<file path="src/rtl/mdc_pkg.sv">
// Package for the key driven dual motor duty control.
// Holds key codes, configuration register indexes and the decoded command type.
// No dependencies.
package mdc_pkg;

  localparam int CFG_IDX_W = 3;

  typedef enum logic [CFG_IDX_W-1:0] {
    CFG_STEP_COARSE = 3'd0,
    CFG_STEP_FINE   = 3'd1,
    CFG_STEP_BRAKE  = 3'd2,
    CFG_DUTY_MIN    = 3'd3,
    CFG_DUTY_MAX    = 3'd4
  } mdc_cfg_idx_t;

  localparam logic [7:0] KEY_TAB       = 8'd9;
  localparam logic [7:0] KEY_ESC       = 8'd27;
  localparam logic [7:0] KEY_SPACE     = 8'd32;
  localparam logic [7:0] KEY_COMMA     = 8'd44;
  localparam logic [7:0] KEY_PERIOD    = 8'd46;
  localparam logic [7:0] KEY_3         = 8'd51;
  localparam logic [7:0] KEY_4         = 8'd52;
  localparam logic [7:0] KEY_ARROW_UP  = 8'd65;
  localparam logic [7:0] KEY_ARROW_DN  = 8'd66;
  localparam logic [7:0] KEY_ARROW_RT  = 8'd67;
  localparam logic [7:0] KEY_ARROW_LT  = 8'd68;
  localparam logic [7:0] KEY_BRACKET   = 8'd91;
  localparam logic [7:0] KEY_BACKTICK  = 8'd96;
  localparam logic [7:0] KEY_C         = 8'd99;
  localparam logic [7:0] KEY_D         = 8'd100;
  localparam logic [7:0] KEY_E         = 8'd101;
  localparam logic [7:0] KEY_F         = 8'd102;
  localparam logic [7:0] KEY_G         = 8'd103;
  localparam logic [7:0] KEY_R         = 8'd114;
  localparam logic [7:0] KEY_S         = 8'd115;
  localparam logic [7:0] KEY_T         = 8'd116;
  localparam logic [7:0] KEY_V         = 8'd118;
  localparam logic [7:0] KEY_W         = 8'd119;

  typedef enum logic [3:0] {
    OP_NONE,
    OP_HALT,
    OP_TOGGLE,
    OP_SET_MAX,
    OP_ADD_COARSE,
    OP_SUB_COARSE,
    OP_SET_MIN,
    OP_SET_FWD,
    OP_SET_REV,
    OP_DYN_FWD,
    OP_DYN_REV,
    OP_ACCEL,
    OP_BOTH_MIN,
    OP_SLOW
  } mdc_op_t;

  typedef struct packed {
    mdc_op_t op;
    logic    left;
    logic    right;
  } mdc_cmd_t;

endpackage

</file>
<file path="src/rtl/mdc_key_decode.sv">
// Key decoder for the dual motor duty control.
// Maps a key code, the current mode and the halt flag to a command; uses mdc_pkg.
module mdc_key_decode
  import mdc_pkg::*;
(
  input  logic [7:0] key_code,
  input  logic       dynamic_mode,
  input  logic       halted,
  output mdc_cmd_t   cmd
);

  always_comb begin
    cmd.op    = OP_NONE;
    cmd.left  = 1'b0;
    cmd.right = 1'b0;
    if (halted) begin
      cmd.op = OP_NONE;
    end else if (key_code == KEY_BACKTICK) begin
      cmd.op = OP_HALT;
    end else if (key_code == KEY_TAB) begin
      cmd.op = OP_TOGGLE;
    end else if (dynamic_mode) begin
      unique case (key_code)
        KEY_ARROW_UP: begin
          cmd.op = OP_DYN_FWD; cmd.left = 1'b1; cmd.right = 1'b1;
        end
        KEY_ARROW_DN: begin
          cmd.op = OP_DYN_REV; cmd.left = 1'b1; cmd.right = 1'b1;
        end
        KEY_ARROW_RT: begin
          cmd.op = OP_ACCEL; cmd.right = 1'b1;
        end
        KEY_ARROW_LT: begin
          cmd.op = OP_ACCEL; cmd.left = 1'b1;
        end
        KEY_SPACE: begin
          cmd.op = OP_BOTH_MIN; cmd.left = 1'b1; cmd.right = 1'b1;
        end
        KEY_COMMA, KEY_PERIOD, KEY_ESC, KEY_BRACKET: begin
          cmd.op = OP_NONE;
        end
        default: begin
          cmd.op = OP_SLOW; cmd.left = 1'b1; cmd.right = 1'b1;
        end
      endcase
    end else begin
      unique case (key_code)
        KEY_3: begin cmd.op = OP_SET_MAX;    cmd.left  = 1'b1; end
        KEY_4: begin cmd.op = OP_SET_MAX;    cmd.right = 1'b1; end
        KEY_E: begin cmd.op = OP_ADD_COARSE; cmd.left  = 1'b1; end
        KEY_R: begin cmd.op = OP_ADD_COARSE; cmd.right = 1'b1; end
        KEY_D: begin cmd.op = OP_SUB_COARSE; cmd.left  = 1'b1; end
        KEY_F: begin cmd.op = OP_SUB_COARSE; cmd.right = 1'b1; end
        KEY_C: begin cmd.op = OP_SET_MIN;    cmd.left  = 1'b1; end
        KEY_V: begin cmd.op = OP_SET_MIN;    cmd.right = 1'b1; end
        KEY_W: begin cmd.op = OP_SET_FWD;    cmd.left  = 1'b1; end
        KEY_T: begin cmd.op = OP_SET_FWD;    cmd.right = 1'b1; end
        KEY_S: begin cmd.op = OP_SET_REV;    cmd.left  = 1'b1; end
        KEY_G: begin cmd.op = OP_SET_REV;    cmd.right = 1'b1; end
        default: begin
          cmd.op = OP_NONE;
        end
      endcase
    end
  end

endmodule

</file>
<file path="src/rtl/key_driven_dual_motor_duty_control.sv">
// Top level of the key driven dual motor duty control.
// Holds the configuration registers, the duty state and the output handshake;
// uses mdc_pkg and mdc_key_decode.
//
// Each beat on the input channel carries one key code and produces exactly one
// result beat that shows both motor duties, the mode and the stop flag after
// that key. The block takes one key per clock cycle unless a result is stalled;
// the result is valid in the cycle after the key is accepted. One decode and one
// saturating add per side sit between the duty registers and their next value,
// and the duty registers drive the result ports directly, so a new key is taken
// whenever the result slot is empty or is being taken in the same cycle.
// Magnitudes are unsigned fixed point with FRAC_BITS fraction bits and one
// integer bit. After the backtick key the block raises stop and ignores every
// further key until reset, while still returning one result beat per key.
module key_driven_dual_motor_duty_control
  import mdc_pkg::*;
#(
  parameter int FRAC_BITS = 12
) (
  input  logic                   clk,
  input  logic                   rst,
  input  logic                   in_valid,
  output logic                   in_stall,
  input  logic [7:0]             key_code,
  output logic                   out_valid,
  input  logic                   out_stall,
  output logic                   left_reverse,
  output logic [FRAC_BITS:0]     left_level,
  output logic                   right_reverse,
  output logic [FRAC_BITS:0]     right_level,
  output logic                   dynamic_mode,
  output logic                   stop,
  input  logic                   cfg_write,
  input  logic [CFG_IDX_W-1:0]   cfg_index,
  input  logic [FRAC_BITS:0]     cfg_data
);

  localparam int LW    = FRAC_BITS + 1;
  localparam int ONE_Q = 1 << FRAC_BITS;
  localparam logic [LW-1:0] RST_COARSE = LW'((ONE_Q + 5) / 10);
  localparam logic [LW-1:0] RST_FINE   = LW'((ONE_Q + 10) / 20);
  localparam logic [LW-1:0] RST_BRAKE  = LW'((2 * ONE_Q + 5) / 10);
  localparam logic [LW-1:0] RST_MAX    = LW'(ONE_Q);

  logic [LW-1:0] step_coarse;
  logic [LW-1:0] step_fine;
  logic [LW-1:0] step_brake;
  logic [LW-1:0] duty_min;
  logic [LW-1:0] duty_max;

  logic          left_sign;
  logic          left_sign_next;
  logic [LW-1:0] left_mag;
  logic [LW-1:0] left_mag_next;
  logic          right_sign;
  logic          right_sign_next;
  logic [LW-1:0] right_mag;
  logic [LW-1:0] right_mag_next;
  logic          mode_bit;
  logic          mode_bit_next;
  logic          halted;
  logic          halted_next;

  logic          in_accept;
  mdc_cmd_t      cmd;
  logic signed [LW+1:0] delta;
  logic          left_step;
  logic          right_step;
  logic [LW-1:0] left_sat;
  logic [LW-1:0] right_sat;
  logic          away;

  function automatic logic [LW-1:0] sat_step(
    input logic [LW-1:0]        mag,
    input logic signed [LW+1:0] d,
    input logic [LW-1:0]        lo,
    input logic [LW-1:0]        hi
  );
    logic signed [LW+1:0] s;
    s = $signed({2'b00, mag}) + d;
    if (s >= $signed({2'b00, hi})) begin
      return hi;
    end else if (s <= $signed({2'b00, lo})) begin
      return lo;
    end else begin
      return s[LW-1:0];
    end
  endfunction

  assign in_stall  = out_valid & out_stall;
  assign in_accept = in_valid & ~in_stall;

  mdc_key_decode u_decode (
    .key_code     (key_code),
    .dynamic_mode (mode_bit),
    .halted       (halted),
    .cmd          (cmd)
  );

  always_ff @(posedge clk) begin
    if (rst) begin
      step_coarse <= RST_COARSE;
      step_fine   <= RST_FINE;
      step_brake  <= RST_BRAKE;
      duty_min    <= '0;
      duty_max    <= RST_MAX;
    end else if (cfg_write) begin
      unique case (cfg_index)
        CFG_STEP_COARSE: step_coarse <= cfg_data;
        CFG_STEP_FINE:   step_fine   <= cfg_data;
        CFG_STEP_BRAKE:  step_brake  <= cfg_data;
        CFG_DUTY_MIN:    duty_min    <= cfg_data;
        CFG_DUTY_MAX:    duty_max    <= cfg_data;
        default: begin
        end
      endcase
    end
  end

  assign away = (left_mag != duty_min) | (right_mag != duty_min);

  always_comb begin
    delta      = $signed({2'b00, step_fine});
    left_step  = 1'b0;
    right_step = 1'b0;
    case (cmd.op)
      OP_ADD_COARSE: begin
        delta = $signed({2'b00, step_coarse});
        left_step = cmd.left; right_step = cmd.right;
      end
      OP_SUB_COARSE: begin
        delta = -$signed({2'b00, step_coarse});
        left_step = cmd.left; right_step = cmd.right;
      end
      OP_ACCEL: begin
        delta = $signed({2'b00, step_fine});
        left_step = cmd.left; right_step = cmd.right;
      end
      OP_SLOW: begin
        delta = -$signed({2'b00, step_fine});
        left_step = 1'b1; right_step = 1'b1;
      end
      OP_DYN_FWD: begin
        if (!left_sign && !right_sign) begin
          delta = $signed({2'b00, step_fine});
        end else begin
          delta = -$signed({2'b00, step_brake});
        end
        left_step  = (!left_sign && !right_sign) || away;
        right_step = left_step;
      end
      OP_DYN_REV: begin
        if (left_sign && right_sign) begin
          delta = $signed({2'b00, step_fine});
        end else begin
          delta = -$signed({2'b00, step_brake});
        end
        left_step  = (left_sign && right_sign) || away;
        right_step = left_step;
      end
      default: begin
      end
    endcase
  end

  assign left_sat  = sat_step(left_mag, delta, duty_min, duty_max);
  assign right_sat = sat_step(right_mag, delta, duty_min, duty_max);

  always_comb begin
    left_sign_next  = left_sign;
    right_sign_next = right_sign;
    left_mag_next   = left_step ? left_sat : left_mag;
    right_mag_next  = right_step ? right_sat : right_mag;
    mode_bit_next   = mode_bit;
    halted_next     = halted;
    case (cmd.op)
      OP_HALT:   halted_next   = 1'b1;
      OP_TOGGLE: mode_bit_next = ~mode_bit;
      OP_SET_MAX: begin
        if (cmd.left)  left_mag_next  = duty_max;
        if (cmd.right) right_mag_next = duty_max;
      end
      OP_SET_MIN, OP_BOTH_MIN: begin
        if (cmd.left)  left_mag_next  = duty_min;
        if (cmd.right) right_mag_next = duty_min;
      end
      OP_SET_FWD: begin
        if (cmd.left)  left_sign_next  = 1'b0;
        if (cmd.right) right_sign_next = 1'b0;
      end
      OP_SET_REV: begin
        if (cmd.left)  left_sign_next  = 1'b1;
        if (cmd.right) right_sign_next = 1'b1;
      end
      OP_DYN_FWD: begin
        if ((left_sign || right_sign) && !away) begin
          left_sign_next  = 1'b0;
          right_sign_next = 1'b0;
        end
      end
      OP_DYN_REV: begin
        if (!(left_sign && right_sign) && !away) begin
          left_sign_next  = 1'b1;
          right_sign_next = 1'b1;
        end
      end
      default: begin
      end
    endcase
  end

  always_ff @(posedge clk) begin
    if (rst) begin
      left_sign  <= 1'b0;
      left_mag   <= '0;
      right_sign <= 1'b0;
      right_mag  <= '0;
      mode_bit   <= 1'b0;
      halted     <= 1'b0;
      out_valid  <= 1'b0;
    end else begin
      if (in_accept) begin
        left_sign  <= left_sign_next;
        left_mag   <= left_mag_next;
        right_sign <= right_sign_next;
        right_mag  <= right_mag_next;
        mode_bit   <= mode_bit_next;
        halted     <= halted_next;
        out_valid  <= 1'b1;
      end else if (!out_stall) begin
        out_valid  <= 1'b0;
      end
    end
  end

  assign left_reverse  = left_sign;
  assign left_level    = left_mag;
  assign right_reverse = right_sign;
  assign right_level   = right_mag;
  assign dynamic_mode  = mode_bit;
  assign stop          = halted;

  // Once halted, the block stays halted until reset.
  a_halt_sticky: assert property (@(posedge clk) disable iff (rst)
    halted |=> halted)
    else $error("halt flag dropped without reset");

  // Every accepted key leaves a result beat waiting in the next cycle.
  a_result_follows: assert property (@(posedge clk) disable iff (rst)
    in_accept |=> out_valid)
    else $error("accepted key produced no result beat");

  // The duty state only moves when a key is accepted.
  a_state_holds: assert property (@(posedge clk) disable iff (rst)
    !in_accept |=> $stable(left_mag) && $stable(right_mag) &&
                   $stable(left_sign) && $stable(right_sign) && $stable(mode_bit))
    else $error("duty state changed without an accepted key");

  // A halted block ignores every key.
  a_halt_freezes: assert property (@(posedge clk) disable iff (rst)
    halted |=> $stable(left_mag) && $stable(right_mag) &&
               $stable(left_sign) && $stable(right_sign) && $stable(mode_bit))
    else $error("state changed while halted");

endmodule
</file>
<file path="config.mk">
export PLATFORM = sky130hd
export DESIGN_NAME = key_driven_dual_motor_duty_control
export DESIGN_NICKNAME = d
export VERILOG_FILES = /design/src/rtl/mdc_pkg.sv /design/src/rtl/mdc_key_decode.sv /design/src/rtl/key_driven_dual_motor_duty_control.sv
export SDC_FILE = /design/constraint.sdc
export NUM_CORES = 1
export LEC_CHECK = 0
export BUFFER_PORTS_ARGS = -buffer_cell sky130_fd_sc_hd__buf_2
export CAP_MARGIN = 10
export CORE_UTILIZATION = 63
export DETAILED_ROUTE_END_ITERATION = 16
export PLACE_DENSITY_LB_ADDON = 0.2
export SYNTH_ARGS = -nofsm -noshare
export SYNTH_HDL_FRONTEND = slang
export SYNTH_SLANG_ARGS = --single-unit
</file>
<file path="constraint.sdc">
create_clock -name clk -period 8.8 [get_ports clk]
set_input_delay 0.44 -clock clk [delete_from_list [all_inputs] [get_ports clk]]
set_output_delay 0.44 -clock clk [all_outputs]
set_load 0.005 [all_outputs]
</file>
Word level (Yosys, flattened, before mapping) --
Cells that the tools add are included. W data, S select, Z words.
Word-level totals: bits in registers 96, bits of input ports 29, output and inout bits 32, logic and storage cells 151
Operators by class: add/sub/neg operators 5, order comparisons 4, eq/ne operators 49, mux-type cells 40, bitwise operators 5, reduce and logical (&&, ||, !) cells 36
Operator list (count):
- $mux W13 | 10
- $eq A8 B7 Y1 const B | 16
- $pmux W15 S5 | 1
- $pmux W13 S2 | 2
- $neg A13 Y15 | 3
- $eq A8 B6 Y1 const B | 5
- $add A14 B15 Y15 | 2
- $ge A15 B14 Y1 | 2
- $le A15 B14 Y1 | 2
- $mux W15 | 2
- $ne A13 B13 Y1 | 2
- $eq A4 B4 Y1 const B | 6
- $pmux W4 S6 | 1
- $pmux W4 S5 | 1
- $eq A4 B3 Y1 const B | 4
- $pmux W1 S4 | 4
- $reduce_or A2 Y1 | 8
- $reduce_and A2 Y1 | 7
- $mux W1 | 12
- $mux W4 | 3
- $ne A2 B2 Y1 const B | 6
- $reduce_and A6 Y1 | 2
- $reduce_or A6 Y1 | 2
- $reduce_or A5 Y1 | 2
- other kinds (20) | 34

Logic depth before layout (Yosys ltp) --
depth in word-level cells 16, gate-level depth with buffers 34, depth with buffers taken out 30

Cells and area by module --
From an unflattened synthesis, not the netlist that was laid out.
Second synthesis, totals: cells, all modules 1263, area total of the unflattened synthesis 9371.5 µm²
By module, submodules not included:
- key_driven_dual_motor_duty_control | times used 1, cells an instance 1177, area an instance 8797.2 µm², sequential area each 1921.8 µm²
- mdc_key_decode | times used 1, cells an instance 86, area an instance 574.3 µm², sequential area each 0.0 µm²

Least setup slack after synthesis --
Ideal clock, no wire load.
path kind in2reg, start in key_code[4], end reg right_mag[10], in the netlist right_level[10], library setup time 0.119 ns, arrival 6.872 ns, data required time 8.681 ns, path slack 1.809 ns, stages 30, path buffers 3, cells stage by stage buf_2 -> or4b_1 -> a211o_1 -> a31oi_1 -> nand2_1 -> buf_2 -> mux2i_1 -> o21ai_1 -> nand2b_1 -> nor2_1 -> a31oi_1 -> ha_1 -> and3_1 -> o2bb2ai_1 -> o41ai_1 -> o211ai_1 -> o21ai_0 -> nand2b_1 -> xor2_1 -> ha_1 -> nand4_1 -> or4_1 -> o21ai_0 -> o21ai_0 -> nor4b_1 -> a21oi_1 -> o211ai_2 -> buf_4 -> mux2_1 -> o221a_1
Between the ends: word-level cells in the longest chain between the ends 16, elaborated cells between the ends (all ways) 66, those cells by class add/sub (1); order compare (2); eq/ne (32); mux (19); reduce/logical (12)
RTL lines:
- from (decl) | RTL line key_driven_dual_motor_duty_control.sv:24 | input logic [7:0] key_code,
- $eq A8 B6 Y1, or another cell as far along | RTL line mdc_key_decode.sv:23 | unique case (key_code)
- $reduce_or A4 Y1 / $reduce_or A2 Y1 (equally long branches)
- $pmux W4 S5 / $pmux W4 S6 (equally long branches) | RTL line mdc_key_decode.sv:23, mdc_key_decode.sv:47
- $mux W6 | RTL line mdc_key_decode.sv:22 | end else if (dynamic_mode) begin
- $mux W4 | RTL line mdc_key_decode.sv:20 | end else if (key_code == KEY_TAB) begin
- $mux W4 | RTL line mdc_key_decode.sv:18 | end else if (key_code == KEY_BACKTICK) begin
- $mux W4 | RTL line mdc_key_decode.sv:16 | if (halted) begin
- $eq A4 B4 Y1 / $eq A4 B3 Y1 (equally long branches) | RTL line key_driven_dual_motor_duty_control.sv:126 | case (cmd.op)
- $pmux W15 S5 | RTL line key_driven_dual_motor_duty_control.sv:126
- $add A14 B15 Y15 | RTL line key_driven_dual_motor_duty_control.sv:80 | s = $signed({2'b00, mag}) + d;
- $le A15 B14 Y1 | RTL line key_driven_dual_motor_duty_control.sv:83 | end else if (s <= $signed({2'b00, lo})) begin
- $mux W13 | RTL line key_driven_dual_motor_duty_control.sv:83
- $mux W13 | RTL line key_driven_dual_motor_duty_control.sv:81 | if (s >= $signed({2'b00, hi})) begin
- $mux W13 | RTL line key_driven_dual_motor_duty_control.sv:173 | right_mag_next = right_step ? right_sat : right_mag;
- $mux W13, on equally long branches | RTL line key_driven_dual_motor_duty_control.sv:185, key_driven_dual_motor_duty_control.sv:181
- $pmux W13 S2 (*) | RTL line key_driven_dual_motor_duty_control.sv:176 | case (cmd.op)
- to (signal assigned) | RTL line key_driven_dual_motor_duty_control.sv:226 | right_mag <= right_mag_next;
- to (decl) | RTL line key_driven_dual_motor_duty_control.sv:57 | logic [LW-1:0] right_mag;
Mark *: on every way between the ends. The rest lies on a longest branch, timed or not. A chain may end at the register's enable or synchronous reset.

Final worst setup path --
start in key_code[0], end reg right_mag[6], in the netlist right_level[6]
The elaborated chain is that of the path after synthesis.

==> impl_metrics.env <==
export IMPL_post_drt_wl_per_cell_um=22.48
export IMPL_cts_root_buf="clkbuf_16"
export IMPL_drtPass1Iterations=5
export IMPL_gp_congestion=1.042
export IMPL_critPathMaxFanout=16
export IMPL_drt_wl_total_mm=33.38
export IMPL_areaGrowthSynthToFinish_pct=7.787
export IMPL_grt_pass1_vias=9265
export IMPL_criticalPathCategory="in -> reg"
export IMPL_post_place_ws_ns=0.5473
export IMPL_dp_hpwl_mm=24.86
export IMPL_drt_iter0_markers=1484
export IMPL_synthXorXnorAreaFrac=0.03671
export IMPL_drv_slew=0
export IMPL_grt_start_max_net_pins=97
export IMPL_cts_buffer_depth=2
export IMPL_powerDensity_mw_per_mm2=115.4
export IMPL_numPortBuffers=60
export IMPL_chipWidth_um=123.3
export IMPL_cp_required_ns=9.04
export IMPL_path_clk_slew_ns=0.07
export IMPL_synth_top_family_by_area="simple AND/OR/NAND/NOR gates"
export IMPL_antenna_left=0
export IMPL_cts_made_buffers=9
export IMPL_synth_area_mux_share=0.03185
export IMPL_async_reset_ff_frac=0
export IMPL_setup_ws_ns=0.6017
export IMPL_yosysWarnings=0
export IMPL_rsz0062_at_grt="false"
export IMPL_max_freq_ghz=0.1220
export IMPL_via_per_inst=6.967
export IMPL_fillers=1235
export IMPL_grt_ovfl_total=0
export IMPL_setup_viol=0
export IMPL_timing_hold_violations_final=0
export IMPL_cts_tree="yes"
export IMPL_synth_main_ff_cell="dfxtp_1"
export IMPL_die_h_um=123.3
export IMPL_grt_antenna_before_repair=0
export IMPL_synthSimpleGateAreaFrac=0.2802
export IMPL_postCtsSetupBuffers=0
export IMPL_start_kind="primary input"
export IMPL_cp_slowest_cell="o211ai_2"
export IMPL_syn_area_per_cell_um2=7.312
export IMPL_synth_edff_count=0
export IMPL_fin_setup_tns_ns=0
export IMPL_rrSetupSlack_ns=0.73
export IMPL_antenna_cells=0
export IMPL_period_share=0.9316
export IMPL_ios=61
export IMPL_synth_compound_area_frac=0.2773
export IMPL_cp_end_kind="register"
export IMPL_vias=10346
export IMPL_syn_nets=1383
export IMPL_drive_gt1_frac=0.09042
export IMPL_cts_resized=0
export IMPL_syn_inst=1268
export IMPL_ir_drop_mv=0.1094
export IMPL_fin_util=0.7089
export IMPL_yosys_area_share_adder=0.1177
export IMPL_status="completed"
export IMPL_worstHoldPathType="in -> reg"
export IMPL_max_stage_delay_ns=0.78
export IMPL_drc=0
export IMPL_grt_pass1_wl_mm=51.63
export IMPL_htreeDepth=3
export IMPL_p_leak_nw=4.001
export IMPL_nets=1415
export IMPL_clk_insertion_delay_late_ns=0.37
export IMPL_arrival_ns=8.44
export IMPL_clock_sinks=96
export IMPL_fp_row_count=43
export IMPL_yosysUniqueCellTypes=89
export IMPL_cts_hold_buf=0
export IMPL_syn_area_mm2=0.009271
export IMPL_period_needed_ns=8.198
export IMPL_hold_slack_ns=0.3161
export IMPL_dieArea_mm2=0.01521
export IMPL_synth_seq_cells=96
export IMPL_skew_ns=0.01786
export IMPL_core_area_mm2=0.01410
export IMPL_slew_headroom=0.1232
export IMPL_max_cap_violations=0
export IMPL_tightestPinTransition_ns=1.308
export IMPL_synth_seq_area_share=0.2073
export IMPL_gr_usage_all_layers=0.4486
export IMPL_start_util=0.6577
synthesized netlist by cell type, types with 6 or more instances:
cell type / count / share of area
a211o_1: 8 / 0.0076
a211oi_1: 24 / 0.019
a21o_1: 11 / 0.0089
a21oi_1: 110 / 0.059
a221oi_1: 11 / 0.010
a22oi_1: 18 / 0.015
a31oi_1: 7 / 0.0047
and2_1: 8 / 0.0054
and3_1: 20 / 0.013
buf_1: 6 / 0.0024
buf_2: 9 / 0.0049
clkbuf_1: 34 / 0.014
dfxtp_1: 96 / 0.21
ha_1: 84 / 0.11
inv_1: 59 / 0.024
mux2_1: 12 / 0.015
mux2i_1: 16 / 0.017
nand2_1: 188 / 0.076
nand2b_1: 14 / 0.0094
nand3_1: 25 / 0.013
nand3b_1: 23 / 0.019
nand4_1: 13 / 0.0088
nor2_1: 124 / 0.050
nor2b_1: 12 / 0.0081
nor3_1: 54 / 0.029
nor4_1: 11 / 0.0074
o211a_1: 6 / 0.0065
o211ai_1: 12 / 0.0097
o21a_1: 20 / 0.016
o21ai_0: 60 / 0.032
o221a_1: 13 / 0.016
o22ai_1: 14 / 0.0094
o31a_1: 7 / 0.0066
or3_1: 7 / 0.0047
or4_1: 6 / 0.0049
xnor2_1: 28 / 0.026
xor2_1: 9 / 0.0085
kinds of logic (layout without fill, tap and decap cells):
| kind of cell | after synthesis | count (layout) |
|---|---|---|
| compound gates | 373 | 373 |
| xor+xnor | 38 | 38 |
| fa+ha+maj | 86 | 86 |
| buf+inv | 112 | 149 |
| flops | 96 | 96 |
| mux | 28 | 28 |
| simple gates | 535 | 535 |
power breakdown:
part           switching (W)  total [W]  internal (W)  leakage, nW
combinational       0.000164   0.000262     0.0000982         3.07
sequential         0.0000142   0.000457      0.000442        0.777
clock               0.000207   0.000435      0.000228        0.155
metrics by stage:
stage               std cells   power, W  area [µm²]
global placement         1469  0.0007099        9679
global route             1485   0.001187        9993
finish                   1485   0.001153        9993
CTS                      1485   0.001142        9993
detailed placement       1469  0.0007158        9679
floorplan                1268  0.0006402        9271
cells in the final DEF (no fill, tap or decap), types with 25 or more instances in the layout:
| master | n |
|---|---|
| buf_2 | 60 |
| a21oi_1 | 110 |
| nor3_1 | 52 |
| o21ai_0 | 60 |
| nand2_1 | 188 |
| xnor2_1 | 28 |
| nor2_1 | 124 |
| nand3_1 | 25 |
| inv_1 | 59 |
| dfxtp_1 | 96 |
| ha_1 | 84 |
sequential cells by signal, summed over array words and instances (netlist names):
register and count:
right_reverse 1, left_level 13, right_level 13, dynamic_mode 1, step_coarse 13, step_fine 13, step_brake 13, left_reverse 1
duty_min 13, out_valid 1, duty_max 13, stop 1
critical path, delay by kind of cell:
kind	cells	cell delay [ns]
AOI/OAI and AO/OA	16	4.40
and+or+nand+nor	9	2.17
adders and majority gates	2	0.67
muxes	1	0.40
xor gates and xnor gates	1	0.19
buffers and inverters	1	0.18
layout make-up:
cell class | count | area, µm² | area share
Sequential cell | 96 | 1922 | 0.1923
Multi-Input combinational cell | 1060 | 6905 | 0.6910
Clock inverter | 7 | 88.84 | 0.008889
Inverter | 59 | 221.5 | 0.02216
Tap cell | 180 | 225.2 | 0.02254
Timing Repair Buffer | 74 | 405.4 | 0.04057
Clock buffer | 9 | 225.2 | 0.02254
per-layer routing:
layer | vias up | track usage | part of all wire
li1 | 4746 | - | -
met1 | 4785 | 0.5985 | 0.42
met2 | 656 | 0.6707 | 0.43
met3 | 159 | 0.1232 | 0.11
met4 | 0 | 0.2018 | 0.044
met5 | - | 0 | 0
path summary, 6_finish.rpt:
kind | startpoint | to | depth (start not counted)
worst min-delay path | in_valid | out_valid$_SDFFE_PP0P_ | 3
worst max register to register | dynamic_mode$_SDFFE_PP0P_ | right_level[6]$_SDFFE_PP0P_ | 30
worst min register to register | step_coarse[6]$_SDFFE_PP0P_ | step_coarse[6]$_SDFFE_PP0P_ | 2
worst max-delay path | key_code[0] | right_level[6]$_SDFFE_PP0P_ | 30
Power figures use the tool's default switching activity.
